===== config.mk =====
export PLATFORM = sky130hd
export DESIGN_NAME = modem_power_key_sequencer_core
export DESIGN_NICKNAME = d
export VERILOG_FILES = /design/src/hdl/mpks_pkg.sv /design/src/hdl/mpks_step.sv /design/src/hdl/modem_power_key_sequencer_core.sv
export SDC_FILE = /design/constraint.sdc
export NUM_CORES = 1
export LEC_CHECK = 0
export CAP_MARGIN = 30
export CORE_AREA = 2 2 188 190
export DETAILED_ROUTE_END_ITERATION = 10
export DIE_AREA = 0 0 190 192
export DONT_BUFFER_PORTS = 1
export GPL_TIMING_DRIVEN = 0
export SLEW_MARGIN = 0
export SYNTH_ARGS = -nofsm -noshare
export SYNTH_HDL_FRONTEND = slang
export SYNTH_SLANG_ARGS = --single-unit

===== constraint.sdc =====
create_clock -name clk -period 6.4 [get_ports clk]
set_input_delay 0.32 -clock clk [delete_from_list [all_inputs] [get_ports clk]]
set_output_delay 0.32 -clock clk [all_outputs]
set_load 0.1 [all_outputs]

===== src/hdl/mpks_pkg.sv =====
// shared types and constants for the modem power key sequencer
package mpks_pkg;

  localparam int unsigned TimeW  = 32;
  localparam int unsigned WaitW  = 16;
  localparam int unsigned CfgIdxW = 3;

  // poll modes
  localparam logic [1:0] MODE_OFF   = 2'd0;
  localparam logic [1:0] MODE_ON    = 2'd1;
  localparam logic [1:0] MODE_RESET = 2'd2;

  // sub-machine steps
  localparam logic [1:0] STEP_IDLE    = 2'd0;
  localparam logic [1:0] STEP_KEY_LOW = 2'd1;
  localparam logic [1:0] STEP_POLL    = 2'd2;
  localparam logic [1:0] STEP_UNUSED  = 2'd3;

  // register indexes
  localparam logic [CfgIdxW-1:0] REG_OFF_LOW     = 3'd0;
  localparam logic [CfgIdxW-1:0] REG_OFF_RELEASE = 3'd1;
  localparam logic [CfgIdxW-1:0] REG_OFF_POLL    = 3'd2;
  localparam logic [CfgIdxW-1:0] REG_ON_LOW      = 3'd3;
  localparam logic [CfgIdxW-1:0] REG_ON_RELEASE  = 3'd4;

  // register reset values
  localparam logic [WaitW-1:0] OFF_LOW_RST     = 16'd2500;
  localparam logic [WaitW-1:0] OFF_RELEASE_RST = 16'd3000;
  localparam logic [WaitW-1:0] OFF_POLL_RST    = 16'd100;
  localparam logic [WaitW-1:0] ON_LOW_RST      = 16'd1000;
  localparam logic [WaitW-1:0] ON_RELEASE_RST  = 16'd5000;

  typedef struct packed {
    logic [WaitW-1:0] off_low_ms;
    logic [WaitW-1:0] off_release_ms;
    logic [WaitW-1:0] off_poll_ms;
    logic [WaitW-1:0] on_low_ms;
    logic [WaitW-1:0] on_release_ms;
  } cfg_t;

  typedef struct packed {
    logic [1:0]       off_step;
    logic [TimeW-1:0] off_last_ms;
    logic [WaitW-1:0] off_wait_ms;
    logic [1:0]       on_step;
    logic [TimeW-1:0] on_last_ms;
    logic [WaitW-1:0] on_wait_ms;
    logic             reset_phase;
    logic             pwkey;
  } seq_state_t;

endpackage


===== src/hdl/mpks_step.sv =====
// next-state and result logic for one poll of the power key sequencer
module mpks_step (
  input  mpks_pkg::cfg_t              cfg,
  input  mpks_pkg::seq_state_t        cur,
  input  logic [1:0]                  mode,
  input  logic [mpks_pkg::TimeW-1:0]  now_ms,
  input  logic                        status_pin,
  output mpks_pkg::seq_state_t        nxt,
  output logic                        done
);
  import mpks_pkg::*;

  logic [TimeW-1:0] off_elapsed;
  logic [TimeW-1:0] on_elapsed;
  logic             off_act;
  logic             on_act;
  logic             run_off;
  logic             run_on;
  seq_state_t       off_res;
  seq_state_t       on_res;
  logic             off_done;
  logic             on_done;

  assign off_elapsed = now_ms - cur.off_last_ms;
  assign on_elapsed  = now_ms - cur.on_last_ms;
  assign off_act = off_elapsed >= {{(TimeW-WaitW){1'b0}}, cur.off_wait_ms};
  assign on_act  = on_elapsed >= {{(TimeW-WaitW){1'b0}}, cur.on_wait_ms};

  // off sub-machine applied to the current state
  always_comb begin
    off_res  = cur;
    off_done = 1'b0;
    if (off_act) begin
      off_res.off_last_ms = now_ms;
      case (cur.off_step)
        STEP_IDLE: begin
          off_res.pwkey       = 1'b0;
          off_res.off_wait_ms = cfg.off_low_ms;
          off_res.off_step    = STEP_KEY_LOW;
        end
        STEP_KEY_LOW: begin
          off_res.pwkey       = 1'b1;
          off_res.off_wait_ms = cfg.off_release_ms;
          off_res.off_step    = STEP_POLL;
        end
        STEP_POLL: begin
          if (!status_pin) begin
            // completion keeps the last action time
            off_res.off_step    = STEP_IDLE;
            off_res.off_wait_ms = '0;
            off_res.off_last_ms = cur.off_last_ms;
            off_done            = 1'b1;
          end else begin
            off_res.off_wait_ms = cfg.off_poll_ms;
          end
        end
        default: ;
      endcase
    end
  end

  // on sub-machine applied to the current state
  always_comb begin
    on_res  = cur;
    on_done = 1'b0;
    if (on_act) begin
      on_res.on_last_ms = now_ms;
      case (cur.on_step)
        STEP_IDLE: begin
          on_res.pwkey      = 1'b0;
          on_res.on_wait_ms = cfg.on_low_ms;
          on_res.on_step    = STEP_KEY_LOW;
        end
        STEP_KEY_LOW: begin
          on_res.pwkey      = 1'b1;
          on_res.on_wait_ms = cfg.on_release_ms;
          on_res.on_step    = STEP_POLL;
        end
        STEP_POLL: begin
          if (status_pin) begin
            on_res.on_step    = STEP_IDLE;
            on_res.on_wait_ms = '0;
            on_res.on_last_ms = cur.on_last_ms;
            on_done           = 1'b1;
          end
        end
        default: ;
      endcase
    end
  end

  always_comb begin
    run_off = 1'b0;
    run_on  = 1'b0;
    unique case (mode)
      MODE_OFF:   run_off = 1'b1;
      MODE_ON:    run_on  = 1'b1;
      MODE_RESET: begin
        run_off = !cur.reset_phase;
        run_on  = cur.reset_phase;
      end
      default: ;
    endcase
  end

  always_comb begin
    nxt  = cur;
    done = 1'b0;
    if (run_off) begin
      nxt = off_res;
      if (mode == MODE_RESET) begin
        // off finishing inside reset hands over to on without reporting done
        nxt.reset_phase = off_done;
      end else begin
        done = off_done;
      end
    end else if (run_on) begin
      nxt  = on_res;
      done = on_done;
      if (mode == MODE_RESET && on_done) begin
        nxt.reset_phase = 1'b0;
      end
    end
  end

endmodule


===== src/hdl/modem_power_key_sequencer_core.sv =====
// top level of the modem power key sequencer: input register, poll logic, result register
// a poll accepted into the input register moves on into the result register once that
// register is free or draining, and its result beat is then offered on out_valid
// throughput: one poll per cycle while results are taken, set by the combinational timestamp
// compare and step update; a stalled result keeps the poll behind it in the input register and holds in_ready low
// reset: synchronous active-low rst_n restores the default timings, both sub-machines
// to their first step and the key to released high; no clearing pass
module modem_power_key_sequencer_core (
  input  logic                          clk,
  input  logic                          rst_n,
  input  logic                          cfg_we,
  input  logic [mpks_pkg::CfgIdxW-1:0]  cfg_index,
  input  logic [mpks_pkg::WaitW-1:0]    cfg_wdata,
  input  logic                          in_valid,
  output logic                          in_ready,
  input  logic [1:0]                    in_mode,
  input  logic [mpks_pkg::TimeW-1:0]    in_now_ms,
  input  logic                          in_status_pin,
  output logic                          out_valid,
  input  logic                          out_ready,
  output logic                          out_pwkey_level,
  output logic                          out_done_res
);
  import mpks_pkg::*;

  cfg_t             cfg_r;
  seq_state_t       state_r;
  seq_state_t       state_nxt;
  logic             done_nxt;

  logic             in_valid_r;
  logic [1:0]       mode_r;
  logic [TimeW-1:0] now_r;
  logic             status_r;

  logic             out_valid_r;
  logic             pwkey_r;
  logic             done_r;

  logic             adv;

  // a buffered poll moves on when the result register is free or draining
  assign adv      = in_valid_r && (!out_valid_r || out_ready);
  assign in_ready = !in_valid_r || adv;

  always_ff @(posedge clk) begin
    if (!rst_n) begin
      cfg_r.off_low_ms     <= OFF_LOW_RST;
      cfg_r.off_release_ms <= OFF_RELEASE_RST;
      cfg_r.off_poll_ms    <= OFF_POLL_RST;
      cfg_r.on_low_ms      <= ON_LOW_RST;
      cfg_r.on_release_ms  <= ON_RELEASE_RST;
    end else if (cfg_we) begin
      unique case (cfg_index)
        REG_OFF_LOW:     cfg_r.off_low_ms     <= cfg_wdata;
        REG_OFF_RELEASE: cfg_r.off_release_ms <= cfg_wdata;
        REG_OFF_POLL:    cfg_r.off_poll_ms    <= cfg_wdata;
        REG_ON_LOW:      cfg_r.on_low_ms      <= cfg_wdata;
        REG_ON_RELEASE:  cfg_r.on_release_ms  <= cfg_wdata;
        default: ;
      endcase
    end
  end

  always_ff @(posedge clk) begin
    if (!rst_n) begin
      in_valid_r <= 1'b0;
    end else if (in_ready) begin
      in_valid_r <= in_valid;
    end
  end

  always_ff @(posedge clk) begin
    if (in_valid && in_ready) begin
      mode_r   <= in_mode;
      now_r    <= in_now_ms;
      status_r <= in_status_pin;
    end
  end

  mpks_step u_step (
    .cfg        (cfg_r),
    .cur        (state_r),
    .mode       (mode_r),
    .now_ms     (now_r),
    .status_pin (status_r),
    .nxt        (state_nxt),
    .done       (done_nxt)
  );

  always_ff @(posedge clk) begin
    if (!rst_n) begin
      state_r.off_step    <= STEP_IDLE;
      state_r.off_last_ms <= '0;
      state_r.off_wait_ms <= '0;
      state_r.on_step     <= STEP_IDLE;
      state_r.on_last_ms  <= '0;
      state_r.on_wait_ms  <= '0;
      state_r.reset_phase <= 1'b0;
      state_r.pwkey       <= 1'b1;
    end else if (adv) begin
      state_r <= state_nxt;
    end
  end

  always_ff @(posedge clk) begin
    if (!rst_n) begin
      out_valid_r <= 1'b0;
    end else if (adv) begin
      out_valid_r <= 1'b1;
    end else if (out_ready) begin
      out_valid_r <= 1'b0;
    end
  end

  always_ff @(posedge clk) begin
    if (adv) begin
      pwkey_r <= state_nxt.pwkey;
      done_r  <= done_nxt;
    end
  end

  assign out_valid       = out_valid_r;
  assign out_pwkey_level = pwkey_r;
  assign out_done_res    = done_r;

  // sequencer state only moves with a beat leaving the input register
  assert property (@(posedge clk) disable iff (!rst_n) !adv |=> $stable(state_r))
    else $error("sequencer state changed without a poll");

  // a stalled result is held until taken
  assert property (@(posedge clk) disable iff (!rst_n)
    out_valid_r && !out_ready |=> out_valid_r && $stable(pwkey_r) && $stable(done_r))
    else $error("stalled result changed");

  // the unused step code is never entered
  assert property (@(posedge clk) disable iff (!rst_n)
    state_r.off_step != STEP_UNUSED && state_r.on_step != STEP_UNUSED)
    else $error("sub-machine reached unused step");

  // the key register follows the last result delivered
  assert property (@(posedge clk) disable iff (!rst_n)
    adv |=> pwkey_r == state_r.pwkey)
    else $error("result key level differs from held key state");

endmodule

==> results.json, run 1 <==
{
  "endpoint_kind": "register",
  "p_sw_frac": 0.287,
  "grtUsageMet1": 0.295,
  "drv_slew": 0,
  "routed_via_density": 5.44,
  "fmax_mhz": 172,
  "die-area_mm2": 0.0365,
  "synth_area_leaders": "dfxtp_1 (27%), ha_1 (9.6%), edfxtp_1 (8.2%)",
  "fill_cells": 3398,
  "reg2regPathDepth": 25,
  "setup_viol": 0,
  "antenna_found_initial": 3,
  "power_mw": 3.61,
  "clkPwrFrac": 0.419,
  "grt_setup_unrepaired": "false",
  "cts.sink_count": 221,
  "leakagePower_nw": 5.57,
  "synth_seq_area_share": 0.352,
  "min_period_ns": 5.82,
  "dieHeight_um": 192,
  "finalCritPeriodShare": 0.909,
  "yosysTopAreaCellShare": 0.271,
  "irDropWorstVdd_v": 0.000239,
  "drc": 0,
  "grt_util_met2": 0.365,
  "globalplace.congestion": 0.871,
  "rows": 68,
  "use_met3": 0.0347,
  "fin_setup_tns_ns": 0,
  "power_switching_mw": 1.04,
  "grt_pass1_wl_mm": 63.8,
  "synth.distinct_cells": 82,
  "power_frac_comb": 0.166,
  "status": "complete, no violations",
  "utilization": 0.455,
  "whs_path_depth": 2,
  "insertion_delay_ns": 0.56,
  "netlist_instances": 1679,
  "clk_pin_slew_worst_paths_ns": 0.06,
  "worstPathArrival_ns": 6.21,
  "htreeDepth": 1,
  "synth_ff_type": "dfxtp_1",
  "die_x_um": 190,
  "cts_resized": 0,
  "yosys_warnings": 0,
  "post_synth.cell_area_avg_um2": 8.11,
  "portBuffers": 0,
  "wl_per_cell_um": 18.0,
  "synth_top_area_cell": "dfxtp_1",
  "worstSetupPathType": "reg -> reg",
  "cts_tree": "yes",
  "synth_nets": 1844,
  "fin_nets": 1926,
  "ios": 63,
  "clock_path_buffers": 3,
  "p_int_mw": 2.58,
  "core-area_mm2": 0.0343,
  "grt_busiest_layer": "met2",
  "cts_buffers": 25,
  "seq_power_share": 0.415,
  "synth_edf_count": 37,
  "vias": 12200,
  "ant_nets": 0,
  "drtPass1Iterations": 6,
  "cts-root-buf": "clkbuf_16",
  "grt_pass1_vias": 11700,
  "powerDensity_mw_per_mm2": 232,
  "cp_max_fo": 10,
  "syn_area_mm2": 0.0136,
  "worstPathRequired_ns": 6.79,
  "dp.final_hpwl_mm": 30.7,
  "tightest_slew_ns": 0.980,
  "syn2layout_area_growth_pct": 14.6,
  "grt_overflow": 0,
  "final_layout_size_suffix_gt1_frac": 0.0686,
  "initial_core_util": 0.397,
  "ys_ff_latch": 221,
  "grtUsageTotal": 0.220,
  "drtIter0Drc": 789,
  "skew_ns": 0.0324,
  "worstHoldPathType": "in -> reg",
  "wl_mm": 40.2,
  "max-cap-violations": 0,
  "synth-async-reset-ratio": 0,
  "hold_viol": 0,
  "crit_path_start_kind": "register",
  "slew_headroom": 0.348,
  "grt_max_degree": 36
}
## registers in the layout, indices dropped and copies added (netlist names)
register         cells
state_r            102
cfg_r               80
out_pwkey_level      1
out_valid            1
mode_r               2
out_done_res         1
now_r               32
status_r             1
in_valid_r           1
## area by class of cell
cell class	instances	area (um2)	share of cell area
Antenna cell	3	7.51	0.000481
Inverter	121	454	0.0291
Buffer	97	454	0.0291
Tap cell	455	569	0.0365
Clock inverter	13	149	0.00954
Multi-Input combinational cell	1240	7910	0.507
Sequential cell	221	4790	0.307
Timing Repair Buffer	55	543	0.0348
Clock buffer	32	723	0.0463
## per-layer routing
metal	vias up	part of all wire	wire [um]
met1	5692	0.47	18900
met3	59	0.051	2070
met4	0	0.030	1200
met5	-	0	0
li1	6112	-	-
met2	309	0.45	18000
## timing repair
item | CTS | global route
hold buffers | 52 | 0
hold endpoints to repair | 116 | 0
endpoints found under the setup margin | 0 | 29
setup buffers | 0 | 3
## cells by family after synthesis
kind of cell	after synthesis	synth area share
AND/OR/NAND/NOR	619	0.211
XOR/XNOR	37	0.0238
buffers and inverters	218	0.0667
flip-flops	221	0.352
adder cells (fa/ha/maj)	106	0.0985
AO/OA/AOI/OAI	432	0.214
multiplexers	46	0.0341
## power by group through the flow
stage	clock, mW	combinational, mW	sequential (mW)
after global placement	0	0.545	1.53
after CTS	1.54	0.594	1.50
final	1.51	0.599	1.50
after global routing	1.59	0.670	1.50
after detailed placement	0	0.550	1.53
after floorplan	0	0.421	1.51
## cell usage after synthesis, types with 8 or more instances
master	number
nand2_1	296
dfxtp_1	184
inv_1	120
a21oi_1	115
nand3_1	107
ha_1	104
o21ai_0	87
nor2_1	71
clkbuf_1	62
a211oi_1	44
mux2i_1	43
edfxtp_1	37
nor2b_1	31
a21o_1	23
nor3_1	20
buf_2	19
xor2_1	19
xnor2_1	18
a22oi_1	17
nand4_1	15
o21ai_1	14
o31ai_2	13
a21boi_0	12
and2_1	11
and3_1	11
a31oi_1	10
o211ai_1	9
o21a_1	9
nand2b_1	8
## cells in the final DEF (no fill, tap or decap), drive strengths merged, types with 12 or more instances in the layout
master       count
nand2          296
dfxtp          184
inv            126
a21oi          117
nand3          107
ha             104
o21ai          101
clkbuf          96
nor2            72
dlygate4sd3     52
a211oi          46
mux2i           43
edfxtp          37
buf             36
nor2b           31
a21o            23
o31ai           21
nor3            20
xor2            19
xnor2           18
a22oi           17
nand4           15
a21boi          12
and2            12
## critical path, cell delays in order (launching register included)
cell	delay, ns
edfxtp_1	0.51
ha_1	0.40
a21o_1	0.26
a31o_2	0.26
or2_2	0.30
and2_1	0.17
o21ai_0	0.22
a21oi_1	0.13
o21ai_0	0.15
nand2b_1	0.08
xor2_1	0.16
ha_1	0.30
a21oi_1	0.14
o21ai_0	0.11
a21oi_1	0.17
nor2_1	0.08
or4b_1	0.50
a2111oi_2	0.44
o2111ai_1	0.23
nor4_4	0.24
buf_4	0.21
nor3b_2	0.07
buf_6	0.16
buf_4	0.18
nand3_1	0.11
o31ai_2	0.07
## stage by stage
step	setup slack [ns]	instance area, um2	instances	hold WS (ns)
after global placement	0.432	14200	2134	0.419
after global routing	0.267	15600	2237	0.0314
after detailed placement	0.321	14200	2134	0.419
after CTS	0.278	15600	2231	0.0106
after floorplan	1.33	13600	1679	0.419
final	0.583	15600	2237	0.0353
## path summary, 6_finish.rpt
kind	start	end	slack, ns
min	out_ready	out_valid$_SDFFE_PN0P_	0.04
max reg2reg	now_r[4]$_DFFE_PP_	state_r[87]$_SDFFE_PN0P_	0.58
min reg2reg	state_r[83]$_SDFFE_PN0P_	state_r[83]$_SDFFE_PN0P_	0.45
max	now_r[4]$_DFFE_PP_	state_r[87]$_SDFFE_PN0P_	0.58
(Power assumes the default switching activity.)
==> run 2: changes to the inputs <==
--- a/config.mk
+++ b/config.mk
@@ -6,11 +6,12 @@
 export NUM_CORES = 1
 export LEC_CHECK = 0
 export CAP_MARGIN = 30
-export CORE_AREA = 2 2 188 190
+export CORE_AREA = 4 4 163 165
 export DETAILED_ROUTE_END_ITERATION = 10
-export DIE_AREA = 0 0 190 192
+export DIE_AREA = 0 0 167 169
 export DONT_BUFFER_PORTS = 1
 export GPL_TIMING_DRIVEN = 0
+export PLACE_DENSITY = 0.69
 export SLEW_MARGIN = 0
 export SYNTH_ARGS = -nofsm -noshare
 export SYNTH_HDL_FRONTEND = slang
==> run 2 against run 1 <==
Effect of this change: total power increased by 0.73%; clock power hardly changed; via count increased by 1.3%; highest routed layer unchanged.
==> results.json, run 2 (synthesis results as in run 1) <==
{
  "status": "complete, no violations",
  "seqCellArea_mm2": 0.00479,
  "crit_path_start_kind": "register",
  "cts_tree": "yes",
  "dieHeight_um": 169,
  "vias": 12300,
  "drtIter0Drc": 912,
  "ios": 63,
  "placed_area_mm2": 0.0140,
  "ant_nets": 0,
  "min_period_ns": 6.14,
  "die-area_mm2": 0.0282,
  "max-cap-violations": 0,
  "cts_buffers": 25,
  "grt_max_degree": 36,
  "worstPathRequired_ns": 6.83,
  "final_common_cell": "nand2_1",
  "portBuffers": 0,
  "grt_pass1_vias": 11500,
  "fmax_mhz": 163,
  "holdWs_ns": 0.0536,
  "htreeDepth": 1,
  "syn2layout_area_growth_pct": 13.5,
  "clk_pin_slew_worst_paths_ns": 0.06,
  "insertion_delay_ns": 0.54,
  "hold_viol": 0,
  "fin_setup_tns_ns": 0,
  "setup_viol": 0,
  "initial_core_util": 0.544,
  "die_x_um": 167,
  "dp.final_hpwl_mm": 29.7,
  "final_cell_mix": "nand2_1 (296), dfxtp_1 (184), inv_1 (120)",
  "routed_via_density": 5.85,
  "antenna_found_initial": 1,
  "cts-root-buf": "clkbuf_16",
  "drc": 0,
  "wl_mm": 39.3,
  "cp_max_fo": 10,
  "finalCritPeriodShare": 0.959,
  "grt_pass1_wl_mm": 61.8,
  "largestRegisters": "state_r (102), cfg_r (80), now_r (32)",
  "core-area_mm2": 0.0250,
  "leakagePower_nw": 5.56,
  "drv_slew": 0,
  "grt_setup_unrepaired": "false",
  "drtPass1Iterations": 6,
  "rows": 58,
  "endpoint_kind": "register",
  "final_area_mm2": 0.0154,
  "min_from": "out_ready",
  "largest_reg_flops": 102,
  "skew_ns": 0.0203,
  "fill_cells": 2276,
  "slew_headroom": 0.304,
  "timing.rr.start": "now_r[4]$_DFFE_PP_",
  "crit_start": "now_r[4]$_DFFE_PP_",
  "worstPathArrival_ns": 6.57,
  "globalplace.congestion": 0.927,
  "clock_path_buffers": 3,
  "top_register": "state_r",
  "grt_overflow": 0,
  "final_layout_size_suffix_gt1_frac": 0.0653,
  "worstSetupPathType": "reg -> reg",
  "grtUsageTotal": 0.268,
  "worstHoldPathType": "in -> reg",
  "irDropWorstVdd_v": 0.000201,
  "powerDensity_mw_per_mm2": 236,
  "tightest_slew_ns": 1.05,
  "wl_per_cell_um": 18.6,
  "fin_nets": 1923,
  "cts.sink_count": 221,
  "power_mw": 3.64,
  "multi_input_area_mm2": 0.00791
}
[run 2: cell count changes in the layout (fill, tap and decap cells not counted), moves of 2 or more]
| cell | previous run | this run |
|---|---|---|
| buf_4 | 6 | 3 |
| clkbuf_1 | 63 | 67 |
| clkbuf_16 | 26 | 29 |
| clkbuf_8 | 5 | 3 |
| diode_2 | 3 | 1 |
| inv_6 | 3 | 0 |
[run 2: cell type report]
cell class                      instances  area share
Antenna cell                            1    0.000162
Buffer                                 97      0.0294
Clock buffer                           37      0.0509
Clock inverter                          9     0.00737
Inverter                              121      0.0294
Multi-Input combinational cell       1240       0.512
Sequential cell                       221       0.310
Tap cell                              330      0.0267
Timing Repair Buffer                   52      0.0337
[run 2: through the flow]
| stage | cells | utilization | worst slack (ns) |
|---|---|---|---|
| finish | 2108 | 0.617 | 0.260 |
| global route | 2108 | 0.617 | 0.0281 |
| CTS | 2107 | 0.617 | 0.358 |
| detailed placement | 2009 | 0.560 | 0.440 |
| global placement | 2009 | 0.560 | 0.428 |
| floorplan | 1679 | - | 1.33 |
[run 2: worst paths after layout]
path	end	slack (ns)	cells past startpoint
setup / recovery	state_r[94]$_SDFFE_PN0P_	0.26	23
setup reg to reg	state_r[94]$_SDFFE_PN0P_	0.26	23
hold / removal	out_valid$_SDFFE_PN0P_	0.05	2
hold reg to reg	state_r[72]$_SDFFE_PN0P_	0.45	2
[run 2: critical path: stages, from the launching register on]
cell       delay, ns
edfxtp_1        0.51
ha_1            0.39
a21o_1          0.25
a31o_2          0.25
or2_2           0.30
and2_1          0.17
o21ai_0         0.19
a21oi_1         0.12
o21ai_0         0.17
nand2b_1        0.09
xor2_1          0.15
ha_1            0.30
a21oi_1         0.14
o21ai_0         0.11
a21oi_1         0.19
nor2_1          0.10
or4b_1          0.49
a2111oi_2       0.44
o2111ai_1       0.24
nor4_4          0.71
nor3b_2         0.12
buf_6           0.18
buf_6           0.16
o31ai_2         0.23
[run 2: what timing repair did]
item,in CTS,in global routing
setup buffers,0,0
hold buffers,52,0
endpoints found under the hold margin,116,0
gates resized for setup,0,0
[run 2: metal layers]
| layer | vias up | wire, um | global-route usage |
|---|---|---|---|
| li1 | 6097 | - | - |
| met1 | 5766 | 17100 | 0.349 |
| met2 | 387 | 18400 | 0.461 |
| met3 | 76 | 2300 | 0.0364 |
| met4 | 0 | 1470 | 0.0904 |
| met5 | - | 0 | 0 |
[run 2: power breakdown]
group | internal [mW] | switching, mW
registers | 1.46 | 0.0445
logic | 0.230 | 0.371
clock network | 0.938 | 0.600
total | 2.62 | 1.02
